==> config.mk <==
export PLATFORM = sky130hd
export DESIGN_NAME = calendar_julian_day_converter_unit
export DESIGN_NICKNAME = d
export VERILOG_FILES = /design/src/rtl/core/cjd_pkg.sv /design/src/rtl/core/cjd_flow_ctrl.sv /design/src/rtl/core/calendar_julian_day_converter_unit.sv
export SDC_FILE = /design/constraint.sdc
export NUM_CORES = 2
export LEC_CHECK = 0
export BUFFER_PORTS_ARGS = -buffer_cell sky130_fd_sc_hd__buf_2
export CAP_MARGIN = 20
export CORE_MARGIN = 2
export CORE_UTILIZATION = 55
export DETAILED_ROUTE_END_ITERATION = 10
export PLACE_DENSITY = 0.71
export SLEW_MARGIN = 25
export SYNTH_ARGS = -nofsm -noshare
export SYNTH_HDL_FRONTEND = slang
export SYNTH_SLANG_ARGS = --single-unit
==> constraint.sdc <==
create_clock -name clk_i -period 25.5 [get_ports clk_i]
set_clock_uncertainty 0.15 [all_clocks]
set_input_delay 2.55 -clock clk_i [delete_from_list [all_inputs] [get_ports clk_i]]
set_output_delay 2.55 -clock clk_i [all_outputs]
set_load 0.02 [all_outputs]
==> src/rtl/core/cjd_pkg.sv <==
// Shared widths, constants, lookup tables and flow-control types for the calendar converter.
package cjd_pkg;

  localparam int unsigned YearW  = 14;
  localparam int unsigned MonthW = 4;
  localparam int unsigned DomW   = 5;
  localparam int unsigned JdW    = 23;
  localparam int unsigned WdW    = 3;
  localparam int unsigned OrdW   = 9;

  localparam int unsigned NumStages = 19;

  localparam logic OpDateToJd = 1'b0;
  localparam logic OpJdToDate = 1'b1;

  localparam logic [JdW-1:0]   JdMin   = 23'd1721426;
  localparam logic [JdW-1:0]   JdMax   = 23'd5373484;
  localparam logic [YearW-1:0] YearMax = 14'd9999;

  typedef struct packed {
    logic [NumStages-1:0] vld;
    logic [NumStages-1:0] en;
  } cjd_flow_t;

  // floor(367 * (m - 2 - 12a) / 12), with a = -1 for January and February
  function automatic logic [8:0] month_offset(input logic [MonthW-1:0] month);
    logic [8:0] res;
    case (month)
      4'd1:    res = 9'd336;
      4'd2:    res = 9'd367;
      4'd3:    res = 9'd30;
      4'd4:    res = 9'd61;
      4'd5:    res = 9'd91;
      4'd6:    res = 9'd122;
      4'd7:    res = 9'd152;
      4'd8:    res = 9'd183;
      4'd9:    res = 9'd214;
      4'd10:   res = 9'd244;
      4'd11:   res = 9'd275;
      4'd12:   res = 9'd305;
      default: res = 9'd0;
    endcase
    return res;
  endfunction

  // floor(2447 * j / 80)
  function automatic logic [8:0] dom_offset(input logic [3:0] j);
    logic [8:0] res;
    case (j)
      4'd0:    res = 9'd0;
      4'd1:    res = 9'd30;
      4'd2:    res = 9'd61;
      4'd3:    res = 9'd91;
      4'd4:    res = 9'd122;
      4'd5:    res = 9'd152;
      4'd6:    res = 9'd183;
      4'd7:    res = 9'd214;
      4'd8:    res = 9'd244;
      4'd9:    res = 9'd275;
      4'd10:   res = 9'd305;
      4'd11:   res = 9'd336;
      4'd12:   res = 9'd367;
      4'd13:   res = 9'd397;
      4'd14:   res = 9'd428;
      4'd15:   res = 9'd458;
      default: res = 9'd0;
    endcase
    return res;
  endfunction

endpackage

==> src/rtl/core/cjd_flow_ctrl.sv <==
// Per-stage valid bits and load enables for the converter pipeline.
module cjd_flow_ctrl (
  input  logic              clk_i,
  input  logic              rst_ni,
  input  logic              in_valid_i,
  input  logic              out_stall_i,
  output cjd_pkg::cjd_flow_t flow_o
);

  localparam int unsigned N = cjd_pkg::NumStages;

  logic [N-1:0] vld_q;
  logic [N-1:0] en;

  // a stage loads when it is empty or everything downstream of it moves
  for (genvar k = 0; k < N; k++) begin : g_en
    assign en[k] = !out_stall_i || !(&vld_q[N-1:k]);
  end

  always_ff @(posedge clk_i or negedge rst_ni) begin
    if (!rst_ni) begin
      vld_q <= '0;
    end else begin
      if (en[0]) begin
        vld_q[0] <= in_valid_i;
      end
      for (int k = 1; k < N; k++) begin
        if (en[k]) begin
          vld_q[k] <= vld_q[k-1];
        end
      end
    end
  end

  assign flow_o.vld = vld_q;
  assign flow_o.en  = en;

endmodule

==> src/rtl/core/calendar_julian_day_converter_unit.sv <==
// Top level: pipelined Gregorian date / Julian day number converter.
// Depth: 19 register stages, each holding about one constant multiply.
// Throughput: one transaction per cycle, except while an output stall holds a full pipeline.
// Stalls back up stage by stage, so bubbles are squeezed out and nothing is lost.
// Reset clears all stage valid bits at once; datapath registers are not reset.
module calendar_julian_day_converter_unit (
  input  logic                        clk_i,
  input  logic                        rst_ni,
  input  logic                        in_valid_i,
  output logic                        in_stall_o,
  input  logic                        opcode_i,
  input  logic [cjd_pkg::YearW-1:0]   in_year_i,
  input  logic [cjd_pkg::MonthW-1:0]  in_month_i,
  input  logic [cjd_pkg::DomW-1:0]    in_dom_i,
  input  logic [cjd_pkg::JdW-1:0]     in_day_number_i,
  output logic                        out_valid_o,
  input  logic                        out_stall_i,
  output logic [cjd_pkg::JdW-1:0]     out_day_number_o,
  output logic [cjd_pkg::YearW-1:0]   out_year_o,
  output logic [cjd_pkg::MonthW-1:0]  out_month_o,
  output logic [cjd_pkg::DomW-1:0]    out_dom_o,
  output logic [cjd_pkg::WdW-1:0]     weekday_number_o,
  output logic [cjd_pkg::OrdW-1:0]    ordinal_day_o,
  output logic                        status_o
);

  localparam int unsigned N  = cjd_pkg::NumStages;
  localparam int unsigned JW = cjd_pkg::JdW;
  localparam int unsigned YW = cjd_pkg::YearW;

  cjd_pkg::cjd_flow_t flow;
  logic [N-1:0]       en;

  cjd_flow_ctrl u_flow (
    .clk_i      (clk_i),
    .rst_ni     (rst_ni),
    .in_valid_i (in_valid_i),
    .out_stall_i(out_stall_i),
    .flow_o     (flow)
  );

  assign en          = flow.en;
  assign in_stall_o  = !en[0];
  assign out_valid_o = flow.vld[N-1];

  // ---------------------------------------------------------------- registers
  logic                  bad_q   [0:N-2];
  logic                  op_q    [0:1];
  logic [JW-1:0]         jdin_q  [0:1];
  logic [8:0]            t2_q    [0:1];
  logic [cjd_pkg::DomW-1:0] dom_q [0:1];
  logic [YW-1:0]         yp_q;
  logic [YW-1:0]         xc_q;
  logic [24:0]           p1_q;
  logic [26:0]           p2_q;
  logic [JW-1:0]         jd_q    [2:N-2];
  logic [24:0]           x_q     [3:4];
  logic [5:0]            wsum_q;
  logic [cjd_pkg::WdW-1:0] wd_q  [4:N-2];
  logic [7:0]            qn_q    [4:5];
  logic [24:0]           rn_q;
  logic [7:0]            n_q     [6:14];
  logic [15:0]           l2_q    [6:10];
  logic [27:0]           xi_q    [7:8];
  logic [7:0]            qi_q    [8:9];
  logic [27:0]           ri_q;
  logic [7:0]            i_q     [10:14];
  logic [9:0]            l3_q    [11:14];
  logic [16:0]           xj_q    [12:13];
  logic [5:0]            qj_q;
  logic [3:0]            j_q;
  logic [YW-1:0]         y_q     [15:17];
  logic [cjd_pkg::MonthW-1:0] m_q [15:17];
  logic [cjd_pkg::DomW-1:0]   d_q [15:17];
  logic [24:0]           p1b_q;
  logic [26:0]           p2b_q;
  logic [JW-1:0]         jan1_q;

  logic [JW-1:0]              out_jd_q;
  logic [YW-1:0]              out_year_q;
  logic [cjd_pkg::MonthW-1:0] out_month_q;
  logic [cjd_pkg::DomW-1:0]   out_dom_q;
  logic [cjd_pkg::WdW-1:0]    out_wd_q;
  logic [cjd_pkg::OrdW-1:0]   out_ord_q;
  logic                       out_status_q;

  // ---------------------------------------------------------- next values
  logic                     mon_le2;
  logic                     bad_d;
  logic [YW-1:0]            yp_d, xc_d;
  logic [24:0]              p1_d;
  logic [26:0]              p2_d;
  logic [7:0]               cent;
  logic [9:0]               cent3;
  logic [JW-1:0]            jd_date, jd_d;
  logic [24:0]              x_d;
  logic [23:0]              jd_inc;
  logic [5:0]               wsum_d;
  logic [3:0]               wfold1;
  logic [2:0]               wfold2;
  logic [cjd_pkg::WdW-1:0]  wd_d;
  logic [32:0]              en_prod;
  logic [24:0]              rn_d;
  logic                     rn_ge;
  logic [24:0]              rn_fix;
  logic [7:0]               n_d;
  logic [27:0]              xi_d;
  logic [35:0]              ei_prod;
  logic [27:0]              ri_d;
  logic [7:0]               i_d;
  logic [18:0]              ci_prod;
  logic [9:0]               l3_d;
  logic [16:0]              xj_d;
  logic [22:0]              ej_prod;
  logic [16:0]              rj;
  logic [5:0]               jfix;
  logic                     l4;
  logic [YW-1:0]            y_d;
  logic [cjd_pkg::MonthW-1:0] m_d;
  logic [cjd_pkg::DomW-1:0] d_d;
  logic [24:0]              p1b_d;
  logic [26:0]              p2b_d;
  logic [9:0]               cent3b;
  logic [JW-1:0]            jan1_d;
  logic [cjd_pkg::OrdW-1:0] ord_d;

  always_comb begin
    // stage 0: range check and year terms
    mon_le2 = in_month_i <= 4'd2;
    if (opcode_i == cjd_pkg::OpJdToDate) begin
      bad_d = (in_day_number_i < cjd_pkg::JdMin) || (in_day_number_i > cjd_pkg::JdMax);
    end else begin
      bad_d = (in_year_i == '0) || (in_year_i > cjd_pkg::YearMax) ||
              (in_month_i == '0) || (in_month_i > 4'd12) || (in_dom_i == '0);
    end
    yp_d = in_year_i + 14'd4800 - YW'(mon_le2);
    xc_d = in_year_i + 14'd4900 - YW'(mon_le2);

    // stage 1: year products; floor(x / 100) as (x * 5243) >> 19
    p1_d = 25'(yp_q) * 25'd1461;
    p2_d = 27'(xc_q) * 27'd5243;

    // stage 2: day number of the date, or pass the input through
    cent    = p2_q[26:19];
    cent3   = 10'(cent) * 10'd3;
    jd_date = p1_q[24:2] + JW'(t2_q[1]) + JW'(dom_q[1]) - JW'(cent3[9:2]) - 23'd32075;
    jd_d    = (op_q[1] == cjd_pkg::OpJdToDate) ? jdin_q[1] : jd_date;

    // stage 3: 4 * (jd + 68569); weekday = (jd + 1) mod 7 by octal digit sum
    x_d    = {jd_q[2] + 23'd68569, 2'b00};
    jd_inc = 24'(jd_q[2]) + 24'd1;
    wsum_d = '0;
    for (int k = 0; k < 8; k++) begin
      wsum_d = wsum_d + 6'(jd_inc[3*k +: 3]);
    end

    // stage 4: quotient estimate by 146097, low by at most one; fold the weekday digit sum mod 7
    en_prod = 33'(x_q[3]) * 33'd229;
    wfold1  = 4'(wsum_q[5:3]) + 4'(wsum_q[2:0]);
    wfold2  = 3'(wfold1[3]) + wfold1[2:0];
    wd_d    = (wfold2 == 3'd7) ? 3'd0 : wfold2;

    // stage 5: remainder of the estimate
    rn_d = x_q[4] - 25'(qn_q[4]) * 25'd146097;

    // stage 6: correct quotient; the leftover day count is remainder / 4
    rn_ge  = rn_q >= 25'd146097;
    rn_fix = rn_ge ? rn_q - 25'd146097 : rn_q;
    n_d    = rn_ge ? qn_q[5] + 8'd1 : qn_q[5];

    // stage 7
    xi_d = (28'(l2_q[6]) + 28'd1) * 28'd4000;

    // stage 8: quotient estimate by 1461001
    ei_prod = 36'(xi_q[7]) * 36'd183;

    // stage 9
    ri_d = xi_q[8] - 28'(qi_q[8]) * 28'd1461001;

    // stage 10
    i_d = (ri_q >= 28'd1461001) ? qi_q[9] + 8'd1 : qi_q[9];

    // stage 11
    ci_prod = 19'(i_q[10]) * 19'd1461;
    l3_d    = 10'(19'(l2_q[10]) + 19'd31 - (ci_prod >> 2));

    // stage 12
    xj_d = 17'(l3_q[11]) * 17'd80;

    // stage 13: quotient estimate by 2447
    ej_prod = 23'(xj_q[12]) * 23'd53;

    // stage 14: correct month index
    rj   = xj_q[13] - 17'(qj_q) * 17'd2447;
    jfix = (rj >= 17'd2447) ? qj_q + 6'd1 : qj_q;

    // stage 15: assemble the date
    l4  = j_q >= 4'd11;
    d_d = 5'(l3_q[14] - 10'(cjd_pkg::dom_offset(j_q)));
    m_d = j_q + 4'd2 - (l4 ? 4'd12 : 4'd0);
    y_d = (14'(n_q[14]) - 14'd49) * 14'd100 + 14'(i_q[14]) + YW'(l4);

    // stage 16: January 1 terms of that year
    p1b_d = 25'(y_q[15] + 14'd4799) * 25'd1461;
    p2b_d = 27'(y_q[15] + 14'd4899) * 27'd5243;

    // stage 17: day number of January 1 (month term for January is 336)
    cent3b = 10'(p2b_q[26:19]) * 10'd3;
    jan1_d = p1b_q[24:2] + 23'd337 - JW'(cent3b[9:2]) - 23'd32075;

    // stage 18
    ord_d = 9'(jd_q[17] - jan1_q + 23'd1);
  end

  always_ff @(posedge clk_i) begin
    if (en[0]) begin
      bad_q[0]  <= bad_d;
      op_q[0]   <= opcode_i;
      jdin_q[0] <= in_day_number_i;
      t2_q[0]   <= cjd_pkg::month_offset(in_month_i);
      dom_q[0]  <= in_dom_i;
      yp_q      <= yp_d;
      xc_q      <= xc_d;
    end
    for (int k = 1; k <= N - 2; k++) begin
      if (en[k]) begin
        bad_q[k] <= bad_q[k-1];
      end
    end
    if (en[1]) begin
      op_q[1]   <= op_q[0];
      jdin_q[1] <= jdin_q[0];
      t2_q[1]   <= t2_q[0];
      dom_q[1]  <= dom_q[0];
      p1_q      <= p1_d;
      p2_q      <= p2_d;
    end
    if (en[2]) begin
      jd_q[2] <= jd_d;
    end
    for (int k = 3; k <= N - 2; k++) begin
      if (en[k]) begin
        jd_q[k] <= jd_q[k-1];
      end
    end
    if (en[3]) begin
      x_q[3] <= x_d;
      wsum_q <= wsum_d;
    end
    if (en[4]) begin
      x_q[4]  <= x_q[3];
      qn_q[4] <= en_prod[32:25];
      wd_q[4] <= wd_d;
    end
    for (int k = 5; k <= N - 2; k++) begin
      if (en[k]) begin
        wd_q[k] <= wd_q[k-1];
      end
    end
    if (en[5]) begin
      rn_q    <= rn_d;
      qn_q[5] <= qn_q[4];
    end
    if (en[6]) begin
      n_q[6]  <= n_d;
      l2_q[6] <= rn_fix[17:2];
    end
    for (int k = 7; k <= 14; k++) begin
      if (en[k]) begin
        n_q[k] <= n_q[k-1];
      end
    end
    for (int k = 7; k <= 10; k++) begin
      if (en[k]) begin
        l2_q[k] <= l2_q[k-1];
      end
    end
    if (en[7]) begin
      xi_q[7] <= xi_d;
    end
    if (en[8]) begin
      xi_q[8] <= xi_q[7];
      qi_q[8] <= ei_prod[35:28];
    end
    if (en[9]) begin
      ri_q    <= ri_d;
      qi_q[9] <= qi_q[8];
    end
    if (en[10]) begin
      i_q[10] <= i_d;
    end
    for (int k = 11; k <= 14; k++) begin
      if (en[k]) begin
        i_q[k] <= i_q[k-1];
      end
    end
    if (en[11]) begin
      l3_q[11] <= l3_d;
    end
    for (int k = 12; k <= 14; k++) begin
      if (en[k]) begin
        l3_q[k] <= l3_q[k-1];
      end
    end
    if (en[12]) begin
      xj_q[12] <= xj_d;
    end
    if (en[13]) begin
      xj_q[13] <= xj_q[12];
      qj_q     <= ej_prod[22:17];
    end
    if (en[14]) begin
      j_q <= jfix[3:0];
    end
    if (en[15]) begin
      y_q[15] <= y_d;
      m_q[15] <= m_d;
      d_q[15] <= d_d;
    end
    for (int k = 16; k <= 17; k++) begin
      if (en[k]) begin
        y_q[k] <= y_q[k-1];
        m_q[k] <= m_q[k-1];
        d_q[k] <= d_q[k-1];
      end
    end
    if (en[16]) begin
      p1b_q <= p1b_d;
      p2b_q <= p2b_d;
    end
    if (en[17]) begin
      jan1_q <= jan1_d;
    end
    // zero every result field of a rejected transaction; status carries the reject flag
    if (en[N-1]) begin
      out_status_q <= bad_q[N-2];
      out_jd_q     <= bad_q[N-2] ? '0 : jd_q[N-2];
      out_year_q   <= bad_q[N-2] ? '0 : y_q[17];
      out_month_q  <= bad_q[N-2] ? '0 : m_q[17];
      out_dom_q    <= bad_q[N-2] ? '0 : d_q[17];
      out_wd_q     <= bad_q[N-2] ? '0 : wd_q[N-2];
      out_ord_q    <= bad_q[N-2] ? '0 : ord_d;
    end
  end

  assign out_day_number_o = out_jd_q;
  assign out_year_o       = out_year_q;
  assign out_month_o      = out_month_q;
  assign out_dom_o        = out_dom_q;
  assign weekday_number_o = out_wd_q;
  assign ordinal_day_o    = out_ord_q;
  assign status_o         = out_status_q;

  // ---------------------------------------------------------------- checks
  a_stall_only_when_full: assert property (@(posedge clk_i) disable iff (!rst_ni)
    in_stall_o |-> (out_valid_o && out_stall_i && (&flow.vld)))
    else $error("input stalled while the pipeline has room");

  a_reject_zeroes: assert property (@(posedge clk_i) disable iff (!rst_ni)
    (out_valid_o && status_o) |-> (out_day_number_o == '0 && out_year_o == '0 &&
      out_month_o == '0 && out_dom_o == '0 && weekday_number_o == '0 &&
      ordinal_day_o == '0))
    else $error("rejected transaction carries nonzero fields");

  a_date_fields_legal: assert property (@(posedge clk_i) disable iff (!rst_ni)
    (out_valid_o && !status_o) |-> (out_month_o >= 4'd1 && out_month_o <= 4'd12 &&
      weekday_number_o <= 3'd6 && ordinal_day_o >= 9'd1 && ordinal_day_o <= 9'd366))
    else $error("converted date field out of range");

  a_jd_in_range: assert property (@(posedge clk_i) disable iff (!rst_ni)
    (out_valid_o && !status_o) |-> (out_day_number_o >= cjd_pkg::JdMin &&
      out_day_number_o <= cjd_pkg::JdMax && out_year_o != '0))
    else $error("accepted transaction produced day number out of range");

endmodule
==> flow_summary.ini <==
[logic_synthesis]
syn_area_um2 = 73100
yosysWarnings = 0
ys_seq_elements = 1146
syn_avg_cell_area_um2 = 13.3
yosysSeqAreaShare = 0.469
synth_flop_cell = edfxtp_1
synth_edf_count = 1122
synth_cell_types = 82
synth_fp_nets = 7118
async_reset_ff_frac = 0.0166
syn_inst = 5509

[clocking]
cts_sinks = 1146
cts_tree = done
insertion_delay_ns = 0.70
ctsResizeCount = 0
clk_pin_slew_ns = 0.06
postCtsHoldBufs = 0
root_buffer = clkbuf_16
cts_buffers = 114
cts_buffer_depth = 3
postCtsSetupBuffers = 0
htreeDepth = 3

[setup_path]
crit_type = in -> out
reg2reg_slack_ns = 17.90
path_buf_inv = 5
max_stage_delay_ns = 0.69
worst_path_dominant_cell_family = simple AND/OR/NAND/NOR gates
startpoint_type = input pin
cp-end-kind = primary output
cp_slowest_cell = nor3_1
cp_max_fo = 61
path_cells = buf_2, nand3_4, buf_4, nor2_1, and3_1, nand2_2, nor3_1, nand3_2, buf_4, nor2_1, nand3_4, inv_1, buf_2
cp.required_ns = 22.80
critPathArrivalTime_ns = 5.82

[placed_design]
port_buffers = 111
place_congestion = 0.866
dpl.hpwl_um = 92900

[detailed_routing]
drtAntennaViolNets = 0
drt-total-wl_um = 119000
viasPerCell = 5.16
drt_first_pass_iters = 5
wl_met1_um = 54000
vias = 39100
wl_per_cell_um = 15.7
dr_wl_met2_um = 59300
wl_met3_um = 3690
drc_errors = 0
drt_iter0_markers = 2093
routed.top_layer = met4

[floorplanning]
die_w_um = 369
die-area_um2 = 136000
io_pins = 112
start_util = 0.555
die_h_um = 369
core_area_um2 = 132000
fp-row-count = 133

[global_route]
grt_pass1_vias = 40700
grt_max_degree = 73
grt_usage = 0.182
antenna_found_initial = 0
grt_pass1_wl_um = 201000
grt_overflow_total = 0

[finish]
num_antenna_cells = 0
syn_to_final_growth_pct = 9.12
drive_gt1_frac = 0.0616
final_nets = 7339

[job]
drv_cap = 0

[timing]
maxSlewViolCount = 0
final.period_utilization = 0.334
maxSlewHeadroom = 0.345
max_freq_mhz = 117
rsz0062_at_grt = no
period_minus_slack_ns = 8.52
setup_tns_ns = 0
hold_viol = 0
worst_pin_slew_ns = 0.981
setup_viol = 0

[status]
status = finished, final reports clean

[min_path]
holdCritPathClass = reg -> reg
layer usage:
metal,global-route usage,vias up
li1,-,19100
met3,0.0237,158
met5,0,-
met2,0.313,465
met4,0.0416,0
met1,0.248,19400
placed cells by master (no fill, tap or decap), types with 9 or more instances in the layout:
cell	count
a211oi_1	18
nand4_1	18
nand2_1	138
nor3_1	65
o21a_1	28
clkinv_1	14
a21o_1	73
a31oi_1	18
o21ai_0	99
xnor2_1	264
o21bai_1	47
o31ai_1	12
nor4_1	18
edfxtp_1	1122
a21boi_0	14
clkbuf_1	35
mux2i_1	11
and2_1	10
or3_1	14
clkinv_2	10
buf_2	111
xor2_1	116
mux2_2	9
ha_1	979
nor2_1	182
a31o_2	9
clkbuf_16	116
fa_1	579
buf_4	23
nand2b_1	35
nor2b_1	77
and3_1	27
dfrtp_1	19
bufinv_16	11
o41ai_1	11
nand3_1	53
inv_1	1112
a21oi_1	179
cell usage after synthesis (28+ instances only):
| cell type | number | area, um2 |
|---|---|---|
| a21o_1 | 73 | 548 |
| a21oi_1 | 179 | 896 |
| edfxtp_1 | 1122 | 33700 |
| fa_1 | 579 | 11600 |
| ha_1 | 979 | 12200 |
| inv_1 | 1115 | 4190 |
| nand2_1 | 145 | 544 |
| nand2b_1 | 35 | 219 |
| nand3_1 | 59 | 295 |
| nor2_1 | 182 | 683 |
| nor2b_1 | 77 | 482 |
| nor3_1 | 65 | 325 |
| o21a_1 | 28 | 210 |
| o21ai_0 | 99 | 495 |
| o21bai_1 | 47 | 353 |
| xnor2_1 | 264 | 2310 |
| xor2_1 | 116 | 1020 |
path summary, 6_finish.rpt:
| check | cells past startpoint | to | start |
|---|---|---|---|
| setup / recovery | 13 | in_stall_o | out_stall_i |
| hold / removal | 0 | n_q[0][67] | n_q[0][59] |
| setup reg to reg | 26 | p2b_q[26] | y_q[15][0] |
| hold reg to reg | 0 | n_q[0][67] | n_q[0][59] |
| max in group asynchronous | 1 | u_flow.vld_q[5] | rst_ni |
| min in group asynchronous | 1 | u_flow.vld_q[18] | rst_ni |
stage by stage:
step	cells	cell area (um2)	utilization	hold slack, ns	worst slack [ns]
finish	7583	79800	0.606	0.244	16.98
CTS	7583	79800	0.606	0.235	16.92
detailed placement	7369	76000	0.577	0.255	16.97
floorplan	5509	73100	-	0.250	11.99
global route	7583	79800	0.606	0.253	16.63
global placement	7369	76000	0.577	0.250	17.05
cell families (layout without fill, tap and decap cells):
group / Yosys count / count (layout) / synth area share
adder cells (fa/ha/maj): 1558 / 1558 / 0.326
flip-flops: 1146 / 1146 / 0.469
buffers and inverters: 1145 / 1464 / 0.0589
AND/OR/NAND/NOR: 686 / 686 / 0.0461
AO/OA/AOI/OAI: 568 / 568 / 0.0502
XOR/XNOR: 381 / 381 / 0.0458
multiplexers: 25 / 25 / 0.00421
registers in the layout, summed over array words and instances (netlist names), 14 cells and up, named ones only:
register	count
p1_q	23
xi_q	46
x_q	46
ri_q	28
jd_q	368
bad_q	18
l2_q	56
d_q	15
qi_q	15
n_q	72
i_q	40
qn_q	16
t2_q	18
out_day_number_o	23
rn_q	25
wd_q	42
jdin_q	46
u_flow.vld_q	19
yp_q	14
l3_q	25
xj_q	22
out_year_o	14
y_q	42
final cells by class:
| cell class | count | area [um2] |
|---|---|---|
| fill | 10100 | 51900 |
| multi-input combinational | 3218 | 34600 |
| sequential | 1146 | 34300 |
| inverter | 1116 | 4190 |
| clock buffer | 156 | 3100 |
| tap | 1755 | 2200 |
| timing repair buffer | 134 | 728 |
| clock inverter | 58 | 687 |
Power is left out: the tool's default activity adds up to more than one toggle a clock period on the data nets, which glitch-free logic cannot reach.
